===== config.mk =====
export PLATFORM = sky130hd
export DESIGN_NAME = tracker_row_sequencer_unit
export DESIGN_NICKNAME = d
export VERILOG_FILES = /design/src/sv/trs_pkg.sv /design/src/sv/trs_div.sv /design/src/sv/trs_dp.sv /design/src/sv/trs_ctrl.sv /design/src/sv/tracker_row_sequencer_unit.sv
export SDC_FILE = /design/constraint.sdc
export NUM_CORES = 1
export LEC_CHECK = 0
export BUFFER_PORTS_ARGS = -buffer_cell sky130_fd_sc_hd__buf_4
export CORE_AREA = 2 2 200 202
export DETAILED_ROUTE_END_ITERATION = 8
export DIE_AREA = 0 0 202 204
export PLACE_DENSITY = 0.62
export SLEW_MARGIN = 20
export SYNTH_ARGS = -nofsm -noshare
export SYNTH_HDL_FRONTEND = slang
export SYNTH_HIERARCHICAL = 1
export SYNTH_SLANG_ARGS = --single-unit

===== constraint.sdc =====
create_clock -name aclk -period 3.4 [get_ports aclk]
set_input_delay 0.17 -clock aclk [delete_from_list [all_inputs] [get_ports aclk]]
set_output_delay 0.17 -clock aclk [all_outputs]
set_load 0.03 [all_outputs]

===== src/sv/trs_pkg.sv =====
package trs_pkg;

    // action codes carried in s_tuser
    localparam logic [1:0] ACT_TICK    = 2'd0;
    localparam logic [1:0] ACT_START   = 2'd1;
    localparam logic [1:0] ACT_EFFECT  = 2'd2;
    localparam logic [1:0] ACT_ROW_END = 2'd3;

    // global effect kinds
    localparam logic [2:0] EFF_NONE  = 3'd0;
    localparam logic [2:0] EFF_SPEED = 3'd1;
    localparam logic [2:0] EFF_JUMP  = 3'd2;
    localparam logic [2:0] EFF_SKIP  = 3'd3;
    localparam logic [2:0] EFF_HALT  = 3'd4;

    // configuration register indexes
    localparam logic [2:0] CFG_SONG_TEMPO  = 3'd0;
    localparam logic [2:0] CFG_SONG_SPEED  = 3'd1;
    localparam logic [2:0] CFG_FRAME_RATE  = 3'd2;
    localparam logic [2:0] CFG_ROWS        = 3'd3;
    localparam logic [2:0] CFG_FRAMES      = 3'd4;
    localparam logic [2:0] CFG_SPEED_SPLIT = 3'd5;

    localparam int CFG_ADDR_W = 3;
    localparam int CFG_DATA_W = 9;
    localparam int S_DATA_W   = 32;
    localparam int S_USER_W   = 2;
    localparam int M_DATA_W   = 40;

    localparam int MAX_FRAMES = 256;
    localparam int MAX_ROWS   = 256;

    localparam int DIVIDEND_W = 13;
    localparam int DIVISOR_W  = 9;

    localparam logic [7:0] RST_SONG_TEMPO  = 8'd150;
    localparam logic [7:0] RST_SONG_SPEED  = 8'd6;
    localparam logic [7:0] RST_FRAME_RATE  = 8'd60;
    localparam logic [8:0] RST_ROWS        = 9'd64;
    localparam logic [8:0] RST_FRAMES      = 9'd1;
    localparam logic [7:0] RST_SPEED_SPLIT = 8'd32;

    typedef enum logic [1:0] {
        DIV_FMOD_START,
        DIV_RMOD_START,
        DIV_DEC,
        DIV_JUMP
    } div_sel_t;

    typedef struct packed {
        logic     load;
        logic     exec;
        logic     div_start;
        logic     div_wb;
        logic     out_load;
        div_sel_t sel;
    } cmd_t;

    typedef struct packed {
        logic [1:0] action;
        logic [2:0] kind;
        logic       row_open;
        logic       frame_jump_seen;
        logic       goto_same;
        logic       div_done;
        logic       out_free;
    } stat_t;

    // zero counts as one, anything above the maximum as the maximum
    function automatic logic [8:0] count_of(input logic [8:0] cnt, input logic [8:0] maxv);
        logic [8:0] r;
        if (cnt == 9'd0) begin
            r = 9'd1;
        end else if (cnt > maxv) begin
            r = maxv;
        end else begin
            r = cnt;
        end
        return r;
    endfunction

    function automatic logic [15:0] sat16(input logic signed [17:0] v);
        logic [15:0] r;
        if (v > 18'sd32767) begin
            r = 16'h7fff;
        end else if (v < -18'sd32768) begin
            r = 16'h8000;
        end else begin
            r = v[15:0];
        end
        return r;
    endfunction

endpackage


===== src/sv/trs_div.sv =====
module trs_div (
    input  logic                            aclk,
    input  logic                            aresetn,
    input  logic                            start,
    input  logic [trs_pkg::DIVIDEND_W-1:0] dividend,
    input  logic [trs_pkg::DIVISOR_W-1:0]  divisor,
    output logic                            done,
    output logic [trs_pkg::DIVIDEND_W-1:0] quotient,
    output logic [trs_pkg::DIVISOR_W-1:0]  remainder
);
    import trs_pkg::*;

    localparam int CNT_W = $clog2(DIVIDEND_W);

    logic [DIVIDEND_W-1:0] quo_reg, quo_next;
    logic [DIVISOR_W-1:0]  rem_reg, rem_next;
    logic [DIVISOR_W-1:0]  dvs_reg, dvs_next;
    logic [CNT_W-1:0]      cnt_reg, cnt_next;
    logic                  busy_reg, busy_next;
    logic                  done_reg, done_next;
    logic [DIVISOR_W:0]    trial;
    logic                  ge;

    // one restoring step per cycle, dividend shifted in from the top
    assign trial = {rem_reg, quo_reg[DIVIDEND_W-1]};
    assign ge    = trial >= {1'b0, dvs_reg};

    always_comb begin
        quo_next  = quo_reg;
        rem_next  = rem_reg;
        dvs_next  = dvs_reg;
        cnt_next  = cnt_reg;
        busy_next = busy_reg;
        done_next = 1'b0;
        if (start) begin
            quo_next  = dividend;
            rem_next  = '0;
            dvs_next  = divisor;
            cnt_next  = '0;
            busy_next = 1'b1;
        end else if (busy_reg) begin
            quo_next = {quo_reg[DIVIDEND_W-2:0], ge};
            rem_next = ge ? DIVISOR_W'(trial - {1'b0, dvs_reg}) : trial[DIVISOR_W-1:0];
            cnt_next = cnt_reg + CNT_W'(1);
            if (cnt_reg == CNT_W'(DIVIDEND_W - 1)) begin
                busy_next = 1'b0;
                done_next = 1'b1;
            end
        end
    end

    always_ff @(posedge aclk) begin
        if (!aresetn) begin
            busy_reg <= 1'b0;
            done_reg <= 1'b0;
            cnt_reg  <= '0;
        end else begin
            busy_reg <= busy_next;
            done_reg <= done_next;
            cnt_reg  <= cnt_next;
        end
        quo_reg <= quo_next;
        rem_reg <= rem_next;
        dvs_reg <= dvs_next;
    end

    assign done      = done_reg;
    assign quotient  = quo_reg;
    assign remainder = rem_reg;

endmodule


===== src/sv/trs_dp.sv =====
module trs_dp (
    input  logic                            aclk,
    input  logic                            aresetn,
    input  logic                            cfg_wr_en,
    input  logic [trs_pkg::CFG_ADDR_W-1:0] cfg_addr,
    input  logic [trs_pkg::CFG_DATA_W-1:0] cfg_wr_data,
    input  logic [trs_pkg::S_DATA_W-1:0]   s_tdata,
    input  logic [trs_pkg::S_USER_W-1:0]   s_tuser,
    input  trs_pkg::cmd_t                   cmd,
    output trs_pkg::stat_t                  stat,
    output logic                            m_tvalid,
    input  logic                            m_tready,
    output logic [trs_pkg::M_DATA_W-1:0]   m_tdata
);
    import trs_pkg::*;

    // configuration
    logic [7:0] song_tempo_reg, song_speed_reg, frame_rate_reg, split_reg;
    logic [8:0] rows_cfg_reg, frames_cfg_reg;

    // latched item
    logic [1:0] act_reg, act_next;
    logic [2:0] kind_reg, kind_next;
    logic [7:0] val_reg, val_next;
    logic [7:0] sf_reg, sf_next;
    logic [7:0] sr_reg, sr_next;

    // song position state
    logic [15:0] acc_reg, acc_next;
    logic [12:0] dec_reg, dec_next;
    logic [7:0]  tempo_reg, tempo_next;
    logic [7:0]  speed_reg, speed_next;
    logic [7:0]  frame_now_reg, frame_now_next;
    logic [7:0]  row_now_reg, row_now_next;
    logic [7:0]  frame_nxt_reg, frame_nxt_next;
    logic [7:0]  row_nxt_reg, row_nxt_next;
    logic        halt_reg, halt_next;
    logic        js_reg, js_next;
    logic        fjs_reg, fjs_next;
    logic        open_reg, open_next;
    logic        begin_reg, begin_next;

    logic                  mvalid_reg, mvalid_next;
    logic [M_DATA_W-1:0]   mdata_reg, mdata_next;

    logic [8:0]  fcount, rcount;
    logic [8:0]  target;
    logic [13:0] rate_x60;
    logic [17:0] acc_ext;
    logic [7:0]  eff_val;
    logic [8:0]  row_inc, frame_inc;

    logic [DIVIDEND_W-1:0] div_dividend, div_quo;
    logic [DIVISOR_W-1:0]  div_divisor, div_rem;
    logic                  div_done;

    assign fcount   = count_of(frames_cfg_reg, 9'(MAX_FRAMES));
    assign rcount   = count_of(rows_cfg_reg, 9'(MAX_ROWS));
    assign target   = (kind_reg == EFF_JUMP) ? {1'b0, val_reg} : {1'b0, frame_now_reg} + 9'd1;
    assign rate_x60 = {frame_rate_reg, 6'd0} - {4'd0, frame_rate_reg, 2'd0};
    assign acc_ext  = {{2{acc_reg[15]}}, acc_reg};
    assign eff_val  = (val_reg == 8'd0) ? 8'd1 : val_reg;
    assign row_inc  = {1'b0, row_nxt_reg} + 9'd1;
    assign frame_inc = {1'b0, frame_nxt_reg} + 9'd1;

    always_comb begin
        unique case (cmd.sel)
            DIV_FMOD_START: begin
                div_dividend = {5'd0, sf_reg};
                div_divisor  = fcount;
            end
            DIV_RMOD_START: begin
                div_dividend = {5'd0, sr_reg};
                div_divisor  = rcount;
            end
            DIV_DEC: begin
                // tempo * 24
                div_dividend = {1'b0, tempo_reg, 4'd0} + {2'd0, tempo_reg, 3'd0};
                div_divisor  = {1'b0, speed_reg};
            end
            DIV_JUMP: begin
                div_dividend = {4'd0, target};
                div_divisor  = fcount;
            end
        endcase
    end

    trs_div u_div (
        .aclk      (aclk),
        .aresetn   (aresetn),
        .start     (cmd.div_start),
        .dividend  (div_dividend),
        .divisor   (div_divisor),
        .done      (div_done),
        .quotient  (div_quo),
        .remainder (div_rem)
    );

    always_comb begin
        act_next       = act_reg;
        kind_next      = kind_reg;
        val_next       = val_reg;
        sf_next        = sf_reg;
        sr_next        = sr_reg;
        acc_next       = acc_reg;
        dec_next       = dec_reg;
        tempo_next     = tempo_reg;
        speed_next     = speed_reg;
        frame_now_next = frame_now_reg;
        row_now_next   = row_now_reg;
        frame_nxt_next = frame_nxt_reg;
        row_nxt_next   = row_nxt_reg;
        halt_next      = halt_reg;
        js_next        = js_reg;
        fjs_next       = fjs_reg;
        open_next      = open_reg;
        begin_next     = begin_reg;

        if (cmd.load) begin
            act_next   = s_tuser;
            kind_next  = s_tdata[2:0];
            val_next   = s_tdata[10:3];
            sf_next    = s_tdata[18:11];
            sr_next    = s_tdata[26:19];
            begin_next = 1'b0;
        end

        if (cmd.exec) begin
            unique case (act_reg)
                ACT_TICK: begin
                    if (!halt_reg && !open_reg) begin
                        if (acc_reg[15] || acc_reg == 16'd0) begin
                            acc_next       = sat16(acc_ext + {4'd0, rate_x60});
                            js_next        = 1'b0;
                            fjs_next       = 1'b0;
                            frame_now_next = frame_nxt_reg;
                            row_now_next   = row_nxt_reg;
                            open_next      = 1'b1;
                            begin_next     = 1'b1;
                        end else begin
                            acc_next = sat16(acc_ext - {5'd0, dec_reg});
                        end
                    end
                end
                ACT_START: begin
                    tempo_next = (song_tempo_reg == 8'd0) ? 8'd1 : song_tempo_reg;
                    speed_next = (song_speed_reg == 8'd0) ? 8'd1 : song_speed_reg;
                    acc_next   = '0;
                    halt_next  = 1'b0;
                    js_next    = 1'b0;
                    fjs_next   = 1'b0;
                    open_next  = 1'b0;
                end
                ACT_EFFECT: begin
                    if (open_reg) begin
                        unique case (kind_reg)
                            EFF_SPEED: begin
                                if (eff_val > split_reg) begin
                                    tempo_next = eff_val;
                                end else begin
                                    speed_next = eff_val;
                                end
                            end
                            EFF_JUMP: fjs_next = 1'b1;
                            EFF_SKIP: begin
                                if (!fjs_reg) begin
                                    row_nxt_next = val_reg;
                                end
                            end
                            EFF_HALT: halt_next = 1'b1;
                            default: ;
                        endcase
                    end
                end
                ACT_ROW_END: begin
                    if (open_reg) begin
                        open_next = 1'b0;
                        if (!js_reg) begin
                            if (row_inc >= rcount) begin
                                row_nxt_next   = 8'd0;
                                frame_nxt_next = (frame_inc >= fcount) ? 8'd0 : frame_inc[7:0];
                            end else begin
                                row_nxt_next = row_inc[7:0];
                            end
                        end
                        acc_next = sat16(acc_ext - {5'd0, dec_reg});
                    end
                end
            endcase
        end

        if (cmd.div_wb) begin
            unique case (cmd.sel)
                DIV_FMOD_START: begin
                    frame_now_next = div_rem[7:0];
                    frame_nxt_next = div_rem[7:0];
                end
                DIV_RMOD_START: begin
                    row_now_next = div_rem[7:0];
                    row_nxt_next = div_rem[7:0];
                end
                DIV_DEC: dec_next = div_quo;
                DIV_JUMP: begin
                    frame_nxt_next = div_rem[7:0];
                    row_nxt_next   = (kind_reg == EFF_SKIP) ? val_reg : 8'd0;
                    js_next        = 1'b1;
                end
            endcase
        end
    end

    // result register, parts the output side from the sequencing
    always_comb begin
        mvalid_next = mvalid_reg;
        mdata_next  = mdata_reg;
        if (cmd.out_load) begin
            mvalid_next = 1'b1;
            mdata_next  = {6'd0, speed_reg, tempo_reg, halt_reg, row_now_reg,
                           frame_now_reg, begin_reg};
        end else if (m_tready) begin
            mvalid_next = 1'b0;
        end
    end

    always_ff @(posedge aclk) begin
        if (!aresetn) begin
            song_tempo_reg <= RST_SONG_TEMPO;
            song_speed_reg <= RST_SONG_SPEED;
            frame_rate_reg <= RST_FRAME_RATE;
            rows_cfg_reg   <= RST_ROWS;
            frames_cfg_reg <= RST_FRAMES;
            split_reg      <= RST_SPEED_SPLIT;
        end else if (cfg_wr_en) begin
            unique case (cfg_addr)
                CFG_SONG_TEMPO:  song_tempo_reg <= cfg_wr_data[7:0];
                CFG_SONG_SPEED:  song_speed_reg <= cfg_wr_data[7:0];
                CFG_FRAME_RATE:  frame_rate_reg <= cfg_wr_data[7:0];
                CFG_ROWS:        rows_cfg_reg   <= cfg_wr_data;
                CFG_FRAMES:      frames_cfg_reg <= cfg_wr_data;
                CFG_SPEED_SPLIT: split_reg      <= cfg_wr_data[7:0];
                default: ;
            endcase
        end
    end

    always_ff @(posedge aclk) begin
        if (!aresetn) begin
            acc_reg       <= '0;
            dec_reg       <= '0;
            tempo_reg     <= RST_SONG_TEMPO;
            speed_reg     <= RST_SONG_SPEED;
            frame_now_reg <= '0;
            row_now_reg   <= '0;
            frame_nxt_reg <= '0;
            row_nxt_reg   <= '0;
            halt_reg      <= 1'b1;
            js_reg        <= 1'b0;
            fjs_reg       <= 1'b0;
            open_reg      <= 1'b0;
            begin_reg     <= 1'b0;
            mvalid_reg    <= 1'b0;
        end else begin
            acc_reg       <= acc_next;
            dec_reg       <= dec_next;
            tempo_reg     <= tempo_next;
            speed_reg     <= speed_next;
            frame_now_reg <= frame_now_next;
            row_now_reg   <= row_now_next;
            frame_nxt_reg <= frame_nxt_next;
            row_nxt_reg   <= row_nxt_next;
            halt_reg      <= halt_next;
            js_reg        <= js_next;
            fjs_reg       <= fjs_next;
            open_reg      <= open_next;
            begin_reg     <= begin_next;
            mvalid_reg    <= mvalid_next;
        end
        act_reg   <= act_next;
        kind_reg  <= kind_next;
        val_reg   <= val_next;
        sf_reg    <= sf_next;
        sr_reg    <= sr_next;
        mdata_reg <= mdata_next;
    end

    assign stat.action          = act_reg;
    assign stat.kind            = kind_reg;
    assign stat.row_open        = open_reg;
    assign stat.frame_jump_seen = fjs_reg;
    // the jump would land where the pending position already is
    assign stat.goto_same       = (target == {1'b0, frame_nxt_reg}) && (row_nxt_reg == 8'd0);
    assign stat.div_done        = div_done;
    assign stat.out_free        = !mvalid_reg || m_tready;

    assign m_tvalid = mvalid_reg;
    assign m_tdata  = mdata_reg;

endmodule


===== src/sv/trs_ctrl.sv =====
module trs_ctrl (
    input  logic           aclk,
    input  logic           aresetn,
    input  logic           s_tvalid,
    output logic           s_tready,
    input  trs_pkg::stat_t stat,
    output trs_pkg::cmd_t  cmd
);
    import trs_pkg::*;

    typedef enum logic [2:0] {
        ST_IDLE,
        ST_EXEC,
        ST_DIV_GO,
        ST_DIV_WAIT,
        ST_OUT
    } state_t;

    state_t   state_reg, state_next;
    div_sel_t sel_reg, sel_next;
    logic     need_div;
    div_sel_t first_sel;

    // which division, if any, follows the update in the exec state
    always_comb begin
        need_div  = 1'b0;
        first_sel = DIV_DEC;
        if (stat.action == ACT_START) begin
            need_div  = 1'b1;
            first_sel = DIV_FMOD_START;
        end else if (stat.action == ACT_EFFECT && stat.row_open) begin
            if (stat.kind == EFF_SPEED) begin
                need_div = 1'b1;
            end else if (stat.kind == EFF_JUMP && !stat.goto_same) begin
                need_div  = 1'b1;
                first_sel = DIV_JUMP;
            end else if (stat.kind == EFF_SKIP && !stat.frame_jump_seen && !stat.goto_same) begin
                need_div  = 1'b1;
                first_sel = DIV_JUMP;
            end
        end
    end

    always_comb begin
        state_next    = state_reg;
        sel_next      = sel_reg;
        cmd.load      = 1'b0;
        cmd.exec      = 1'b0;
        cmd.div_start = 1'b0;
        cmd.div_wb    = 1'b0;
        cmd.out_load  = 1'b0;
        cmd.sel       = sel_reg;
        s_tready      = 1'b0;
        unique case (state_reg)
            ST_IDLE: begin
                s_tready = 1'b1;
                if (s_tvalid) begin
                    cmd.load   = 1'b1;
                    state_next = ST_EXEC;
                end
            end
            ST_EXEC: begin
                cmd.exec = 1'b1;
                if (need_div) begin
                    sel_next   = first_sel;
                    state_next = ST_DIV_GO;
                end else begin
                    state_next = ST_OUT;
                end
            end
            ST_DIV_GO: begin
                cmd.div_start = 1'b1;
                state_next    = ST_DIV_WAIT;
            end
            ST_DIV_WAIT: begin
                if (stat.div_done) begin
                    cmd.div_wb = 1'b1;
                    // start chains frame, row and decrement
                    unique case (sel_reg)
                        DIV_FMOD_START: begin
                            sel_next   = DIV_RMOD_START;
                            state_next = ST_DIV_GO;
                        end
                        DIV_RMOD_START: begin
                            sel_next   = DIV_DEC;
                            state_next = ST_DIV_GO;
                        end
                        DIV_DEC, DIV_JUMP: state_next = ST_OUT;
                    endcase
                end
            end
            ST_OUT: begin
                if (stat.out_free) begin
                    cmd.out_load = 1'b1;
                    state_next   = ST_IDLE;
                end
            end
            default: state_next = ST_IDLE;
        endcase
    end

    always_ff @(posedge aclk) begin
        if (!aresetn) begin
            state_reg <= ST_IDLE;
            sel_reg   <= DIV_DEC;
        end else begin
            state_reg <= state_next;
            sel_reg   <= sel_next;
        end
    end

endmodule


===== src/sv/tracker_row_sequencer_unit.sv =====
// channel   | direction | handshake          | payload
// ----------+-----------+--------------------+----------------------------------------------
// s_        | in        | s_tvalid/s_tready  | s_tuser: action; s_tdata: kind, value, frame, row
// m_        | out       | m_tvalid/m_tready  | m_tdata: begin, frame, row, stopped, tempo, speed
// cfg_      | in        | cfg_wr_en          | cfg_addr, cfg_wr_data
//
// one item at a time; s_tready is high only while the sequencer waits for input
// tick, row end and plain effects: item latched, then executed, then result loaded; no division
// speed effects, taken jumps and skips: a 13-step division between execution and result load
// start: three divisions in turn on the shared divider, then the result load
// a result waiting on m_tready holds the next item at its last step only
// synchronous active-low reset: halted, tempo 150, speed 6, position zero
module tracker_row_sequencer_unit (
    input  logic                            aclk,
    input  logic                            aresetn,
    input  logic                            cfg_wr_en,
    input  logic [trs_pkg::CFG_ADDR_W-1:0] cfg_addr,
    input  logic [trs_pkg::CFG_DATA_W-1:0] cfg_wr_data,
    input  logic                            s_tvalid,
    output logic                            s_tready,
    input  logic [trs_pkg::S_DATA_W-1:0]   s_tdata,  // effect_kind, effect_value, start_frame, start_row
    input  logic [trs_pkg::S_USER_W-1:0]   s_tuser,  // action
    output logic                            m_tvalid,
    input  logic                            m_tready,
    output logic [trs_pkg::M_DATA_W-1:0]   m_tdata   // row_begin, play_frame, play_row, stopped,
                                                      // cur_tempo, cur_speed
);
    import trs_pkg::*;

    cmd_t  cmd;
    stat_t stat;

    trs_ctrl u_ctrl (
        .aclk     (aclk),
        .aresetn  (aresetn),
        .s_tvalid (s_tvalid),
        .s_tready (s_tready),
        .stat     (stat),
        .cmd      (cmd)
    );

    trs_dp u_dp (
        .aclk        (aclk),
        .aresetn     (aresetn),
        .cfg_wr_en   (cfg_wr_en),
        .cfg_addr    (cfg_addr),
        .cfg_wr_data (cfg_wr_data),
        .s_tdata     (s_tdata),
        .s_tuser     (s_tuser),
        .cmd         (cmd),
        .stat        (stat),
        .m_tvalid    (m_tvalid),
        .m_tready    (m_tready),
        .m_tdata     (m_tdata)
    );

    // one item in flight: no second accept right after the first
    a_single_item: assert property (@(posedge aclk) disable iff (!aresetn)
        s_tvalid && s_tready |=> !s_tready)
        else $error("second item accepted while one is in flight");

    // tempo and speed in force are never zero
    a_nonzero_rate: assert property (@(posedge aclk) disable iff (!aresetn)
        m_tvalid |-> (m_tdata[25:18] != 8'd0) && (m_tdata[33:26] != 8'd0))
        else $error("zero tempo or speed reported");

    // a row only opens while playing
    a_begin_playing: assert property (@(posedge aclk) disable iff (!aresetn)
        m_tvalid && m_tdata[0] |-> !m_tdata[17])
        else $error("row opened while halted");

endmodule


# Yosys cells after proc, flatten, opt, wreduce, memory -nomap -nowiden
# Cells that the tools add are included.
# totals
regBits	238
wordCells	259
# op_classes
add_sub_neg	9
n_lt_le_gt_ge	10
n_eq_ne	35
n_mux	117
bitwise_logic	2
reduce_logical	52
# ops
cell	n
$mux 8	38
$mux 16	7
$pmux 8 s2	4
$mux 9	6
$pmux 13 s4	1
$pmux 16 s3	1
$mux 1	39
$gt 18x16->1 const B	2
$lt 18x16->1 const B	2
$logic_not 8->1	4
$add 8x1->9 const B	3
$pmux 9 s3	1
$mux 13	2
$eq 3x2->1 const B	6
$ge 9x9->1	2
$gt 9x9->1 const B	2
$logic_not 9->1	2
$add 16x15->17	1
$sub 16x14->17	1
$logic_not 16->1	1
$ne 2x1->1 const B	8
$reduce_and 4->1	4
$pmux 3 s5	1
$reduce_and 2->1	7
other kinds (33)	80

# Logic depth before layout (Yosys ltp)
# logic_depth
ltp_word	13
ltp_mapped	18
mapped_depth_nobuf	17

# Modules after synthesis
# The synthesis kept the hierarchy.
# by_module_without_submodules
module	instances	cells_each	area_each_um2
trs_dp	1	1344	11905.2
trs_div	1	176	1971.9
trs_ctrl	1	55	401.6

# Worst setup path after synthesis
# OpenSTA, ideal clock, no wires.
# synth_path
path_type	reg-to-reg
startpoint	reg u_dp.frame_rate_reg[4]
endpoint	reg u_dp.acc_reg[6]
setup_ns	0.086
t_arrival_ns	3.536
t_required_ns	3.314
slack_ns	-0.222
path_stages_with_launch	18
path_buffers	1
cell_sequence	dfxtp_1 inv_1 ha_1 a31o_2 a21oi_1 o21bai_1 a21o_1 nor3_1 xnor2_1 ha_1 a21o_1 a2111oi_4 nor3b_4 a31oi_4 buf_6 nand2_4 a31o_1 a221oi_2
# synth_between
elab_chain_len	8
elab_cells_between_ends	9
cone_classes	2 x add/sub; 2 x order compare; 5 x mux
# synth_lines
item	line_no	text
start, declared	trs_dp.sv:18	logic [7:0] song_tempo_reg, song_speed_reg, frame_rate_reg, split_reg;
start signal, assigned	trs_dp.sv:237	CFG_FRAME_RATE: frame_rate_reg <= cfg_wr_data[7:0];
$sub 14x10->14 *	trs_dp.sv:60	assign rate_x60 = {frame_rate_reg, 6'd0} - {4'd0, frame_rate_reg, 2'd0};
$add 16x15->17 *	trs_dp.sv:133	acc_next = sat16(acc_ext + {4'd0, rate_x60});
$lt 18x16->1	trs_pkg.sv:86	end else if (v < -18'sd32768) begin
$mux 16	trs_pkg.sv:86	
$mux 16 *	trs_pkg.sv:84	if (v > 18'sd32767) begin
$mux 16 *	trs_dp.sv:132	if (acc_reg[15] || acc_reg == 16'd0) begin
$mux 16 *	trs_dp.sv:131	if (!halt_reg && !open_reg) begin
$pmux 16 s3 *	trs_dp.sv:129	unique case (act_reg)
end signal, assigned	trs_dp.sv:263	acc_reg <= acc_next;
end, declared	trs_dp.sv:29	logic [15:0] acc_reg, acc_next;
# Mark *: on every way between the ends. The rest lies on a longest branch, timed or not. The select of a mux whose other input is x is not followed.
# A chain may end at the register's enable or synchronous reset.

# Final worst setup path
# layout_path
startpoint	reg u_dp.frame_rate_reg[0]
endpoint	reg u_dp.acc_reg[0]
# The elaborated chain is that of the path after synthesis.

==> flow_summary_export.csv <==
group,metric,value,unit
setup_path,arrival,3920,ps
synthesis,synth_cells,1575,
timing,setup_violations,6,
placement,dpl.cell_count,2158,
layout,stdcell_area,17200,um^2
route,wl,42.9,mm
route,top_layer_used,"met4",
setup_path,crit_buf_inv,1,
timing,finalCriticalPeriod,3430,ps
setup_path,required,3890,ps
global_route,antenna_found_initial,0,
setup_path,crit_fanout,5,
setup_path,start_kind,"register",
route,drtIter0Drc,1250,
clocking,clk_pin_slew,60,ps
route,ant_nets,0,
timing,hold_viol,0,
clocking,cts_buffer_depth,3,
synthesis,synth-edff-count,85,
floorplan,die_y,204,um
setup_path,critPathTopFamily,"compound AO/OA/AOI/OAI gates",
timing,skew,54.6,ps
synthesis,yosysWarnings,6,
synthesis,async_flop_share,0,%
status,outcome,"finished with violations",
power_and_ir_drop,peakVddDrop,0.389,mV
synthesis,syn_area_per_cell,9.07,um^2
clocking,cts_buffers,28,
synthesis,ys_ff_latch,238,
synthesis,netlist_area,14300,um^2
hold_path,hold_class,"in2reg",
layout,drive_above_1_share,17.0,%
timing,hold_ws,56.6,ps
setup_path,crit_path_cell_trace,"ha_4, a31o_4, a21oi_4, o21bai_1, a21o_1, xnor2_1, ha_1, a21oi_2, nand2_2, a2111oi_4, nor3b_4, buf_4, o31a_2, o21ai_2, o221a_2",
hold_path,hp-start,"s_tvalid",
setup_path,crit_slowest_cell,"a2111oi_4",
run,max-cap-violations,0,
placement,io_buffers,81,
route,drc_errors,0,
timing,fmax,292,MHz
route,met1_length,20.1,mm
global_route,first_global_vias,11700,
global_route,grt_max_degree,48,
status,violations,"negative setup slack",
floorplan,initial_core_util,36.4,%
layout,fin_cells,2252,
layout,n_fill_cell,3779,
timing,timing.final.ws_setup,-29.1,ps
global_route,grt_pass1_wl,66.1,mm
route,wl_met3,2.99,mm
clocking,h-tree-depth,1,
floorplan,rows,73,
setup_path,critPathKind,"reg2reg",
timing,worst_pin_slew,987,ps
setup_path,startpoint,"u_dp/frame_rate_reg[0]",
timing,slew-limit-headroom,34.2,%
global_route,grt_overflow,0,
floorplan,dieWidth,202,um
route,wl_met2,18.4,mm
placement,post_dp_cell_area,15700,um^2
power_and_ir_drop,p_leak,6.87,nW
setup_path,cp-end-kind,"register",
route,wl_per_cell,19.0,um
floorplan,fp.coreArea,39200,um^2
setup_path,r2r_start,"u_dp/frame_rate_reg[0]",
synthesis,synth_cell_types,95,
layout,layout_common_cells,"240 x nand2_1, 150 x dfxtp_1, 138 x buf_4",
synthesis,synth_ff_type,"dfxtp_1",
route,vias,12400,
placement,place_congestion,0.916,
floorplan,pin_count,93,
global_route,grtUsageTotal,20.3,%
layout,area.growth.synth_to_final,20.4,%
route,drt-vias-per-instance,5.52,
synthesis,ys_seq_area_share,39.3,%
clocking,cts.sink_count,238,
route,drt-pass1-iter-count,8,
layout,final_common_cell,"nand2_1",
setup_path,slowest_delay,430,ps
timing,rsz0062_at_grt,"yes",
clocking,cts_root_buf,"clkbuf_16",
clocking,cts_tree,"done",
layout,antennaDiodeCount,0,
timing,final.period_utilization,101,%
clocking,clk_latency,590,ps
layout,largest_register_ffs,34,
floorplan,dieArea,41200,um^2
placement,dp_hpwl,30.9,mm
power_and_ir_drop,power.density,511,nW/um^2
layout,final_nets,1848,
timing,slew_violations,0,
## stage by stage
step	total power [mW]	utilization [%]	setup slack, ps	TNS, ps
2_1_floorplan	4.82	-	28.2	0
3_3_place_gp	5.46	39.9	-45.7	-89.8
3_5_place_dp	5.51	40.0	-181	-695
4_1_cts	8.77	43.6	-54.9	-182
5_1_grt	9.15	43.9	-205	-2040
6_report	8.78	43.9	-29.1	-107
## synth_stat cells (5+ instances only)
master      n  area, um^2
o21ai_0    82         410
mux2_2     16         180
inv_1      78         293
a21oi_1    88         440
nor2_1     76         285
xnor2_1    37         324
buf_2       7        35.0
or2_2       5        31.3
and2_1      9        56.3
o31ai_1     9        67.6
nand2_1   242         908
o311a_1     5        50.1
nand2b_1   18         113
a211oi_1   11        82.6
ha_1       88        1100
o211ai_1   13        97.6
dfxtp_1   153        3060
and3_1     15        93.8
clkbuf_1   61         229
a222oi_1    8        80.1
o21ai_1     7        35.0
xor2_1     30         263
a22o_1      9        78.8
a21boi_0   56         420
edfxtp_1   85        2550
mux2i_1    25         250
a31oi_1    13        81.3
o211a_1    23         230
nor4_1     14        87.6
nor3_1     21         105
nand4_1     9        56.3
a21o_1     22         165
o21a_1     13        97.6
or3_1       6        37.5
a22oi_1    11        82.6
nand3_1    65         325
nor2b_1    15        93.8
a221oi_1   11        96.3
buf_4      10        75.1
## final cells by class
type / instances / area [um^2] / share of cell area [%]
Clock inverter: 12 / 195 / 1.14
Inverter: 80 / 300 / 1.75
Clock buffer: 40 / 790 / 4.59
Multi-Input combinational cell: 1176 / 8150 / 47.4
Timing Repair Buffer: 181 / 1480 / 8.62
Tap cell: 525 / 657 / 3.82
Sequential cell: 238 / 5620 / 32.7
## cells by family (layout without fill, tap and decap cells)
| logic type | Yosys count | after routing | share of synthesized area, % |
|---|---|---|---|
| AO/OA/AOI/OAI | 446 | 446 | 22.8 |
| other | 1 | 6 | 0.0263 |
| buffers and inverters | 166 | 313 | 4.91 |
| flip-flops | 238 | 238 | 39.3 |
| adder cells (fa/ha/maj) | 92 | 92 | 8.27 |
| XOR/XNOR | 67 | 67 | 4.11 |
| multiplexers | 41 | 41 | 3.01 |
| AND/OR/NAND/NOR | 524 | 524 | 17.5 |
## worst register-to-register path, stage by stage (launching register included)
cell and delay, ps:
dfxtp_4 360, ha_4 260, a31o_4 230, a21oi_4 150
o21bai_1 80, a21o_1 190, xnor2_1 130, ha_1 320
a21oi_2 160, nand2_2 110, a2111oi_4 430, nor3b_4 100
buf_4 170, o31a_2 330, o21ai_2 150, o221a_2 210
## report_power, final
group / leakage, nW / switching [mW] / total [mW] / internal, mW
sequential: 2.03 / 0.213 / 3.32 / 3.11
clock: 0.476 / 1.27 / 3.20 / 1.93
combinational: 4.36 / 1.34 / 2.26 / 0.915
## layer usage
metal,vias to the layer above,track usage (%)
met5,-,0
met4,0,6.96
met3,70,2.18
met2,440,31.2
met1,5943,29.5
li1,5978,-
## worst paths after layout
path,to,slack (ps),depth (start not counted)
min,u_ctrl/state_reg[0],60,4
max reg2reg,u_dp/acc_reg[0],-30,15
max,u_dp/acc_reg[0],-30,15
min reg2reg,u_dp/m_tdata[12],440,0
## what timing repair did
action	CTS	global route
gates resized for setup	14	23
gates cloned	1	0
hold buffers	38	0
setup buffers	2	2
setup endpoints to repair	10	16
pin swaps	16	19
hold endpoints to repair	79	0
Power figures use the tool's default switching activity.
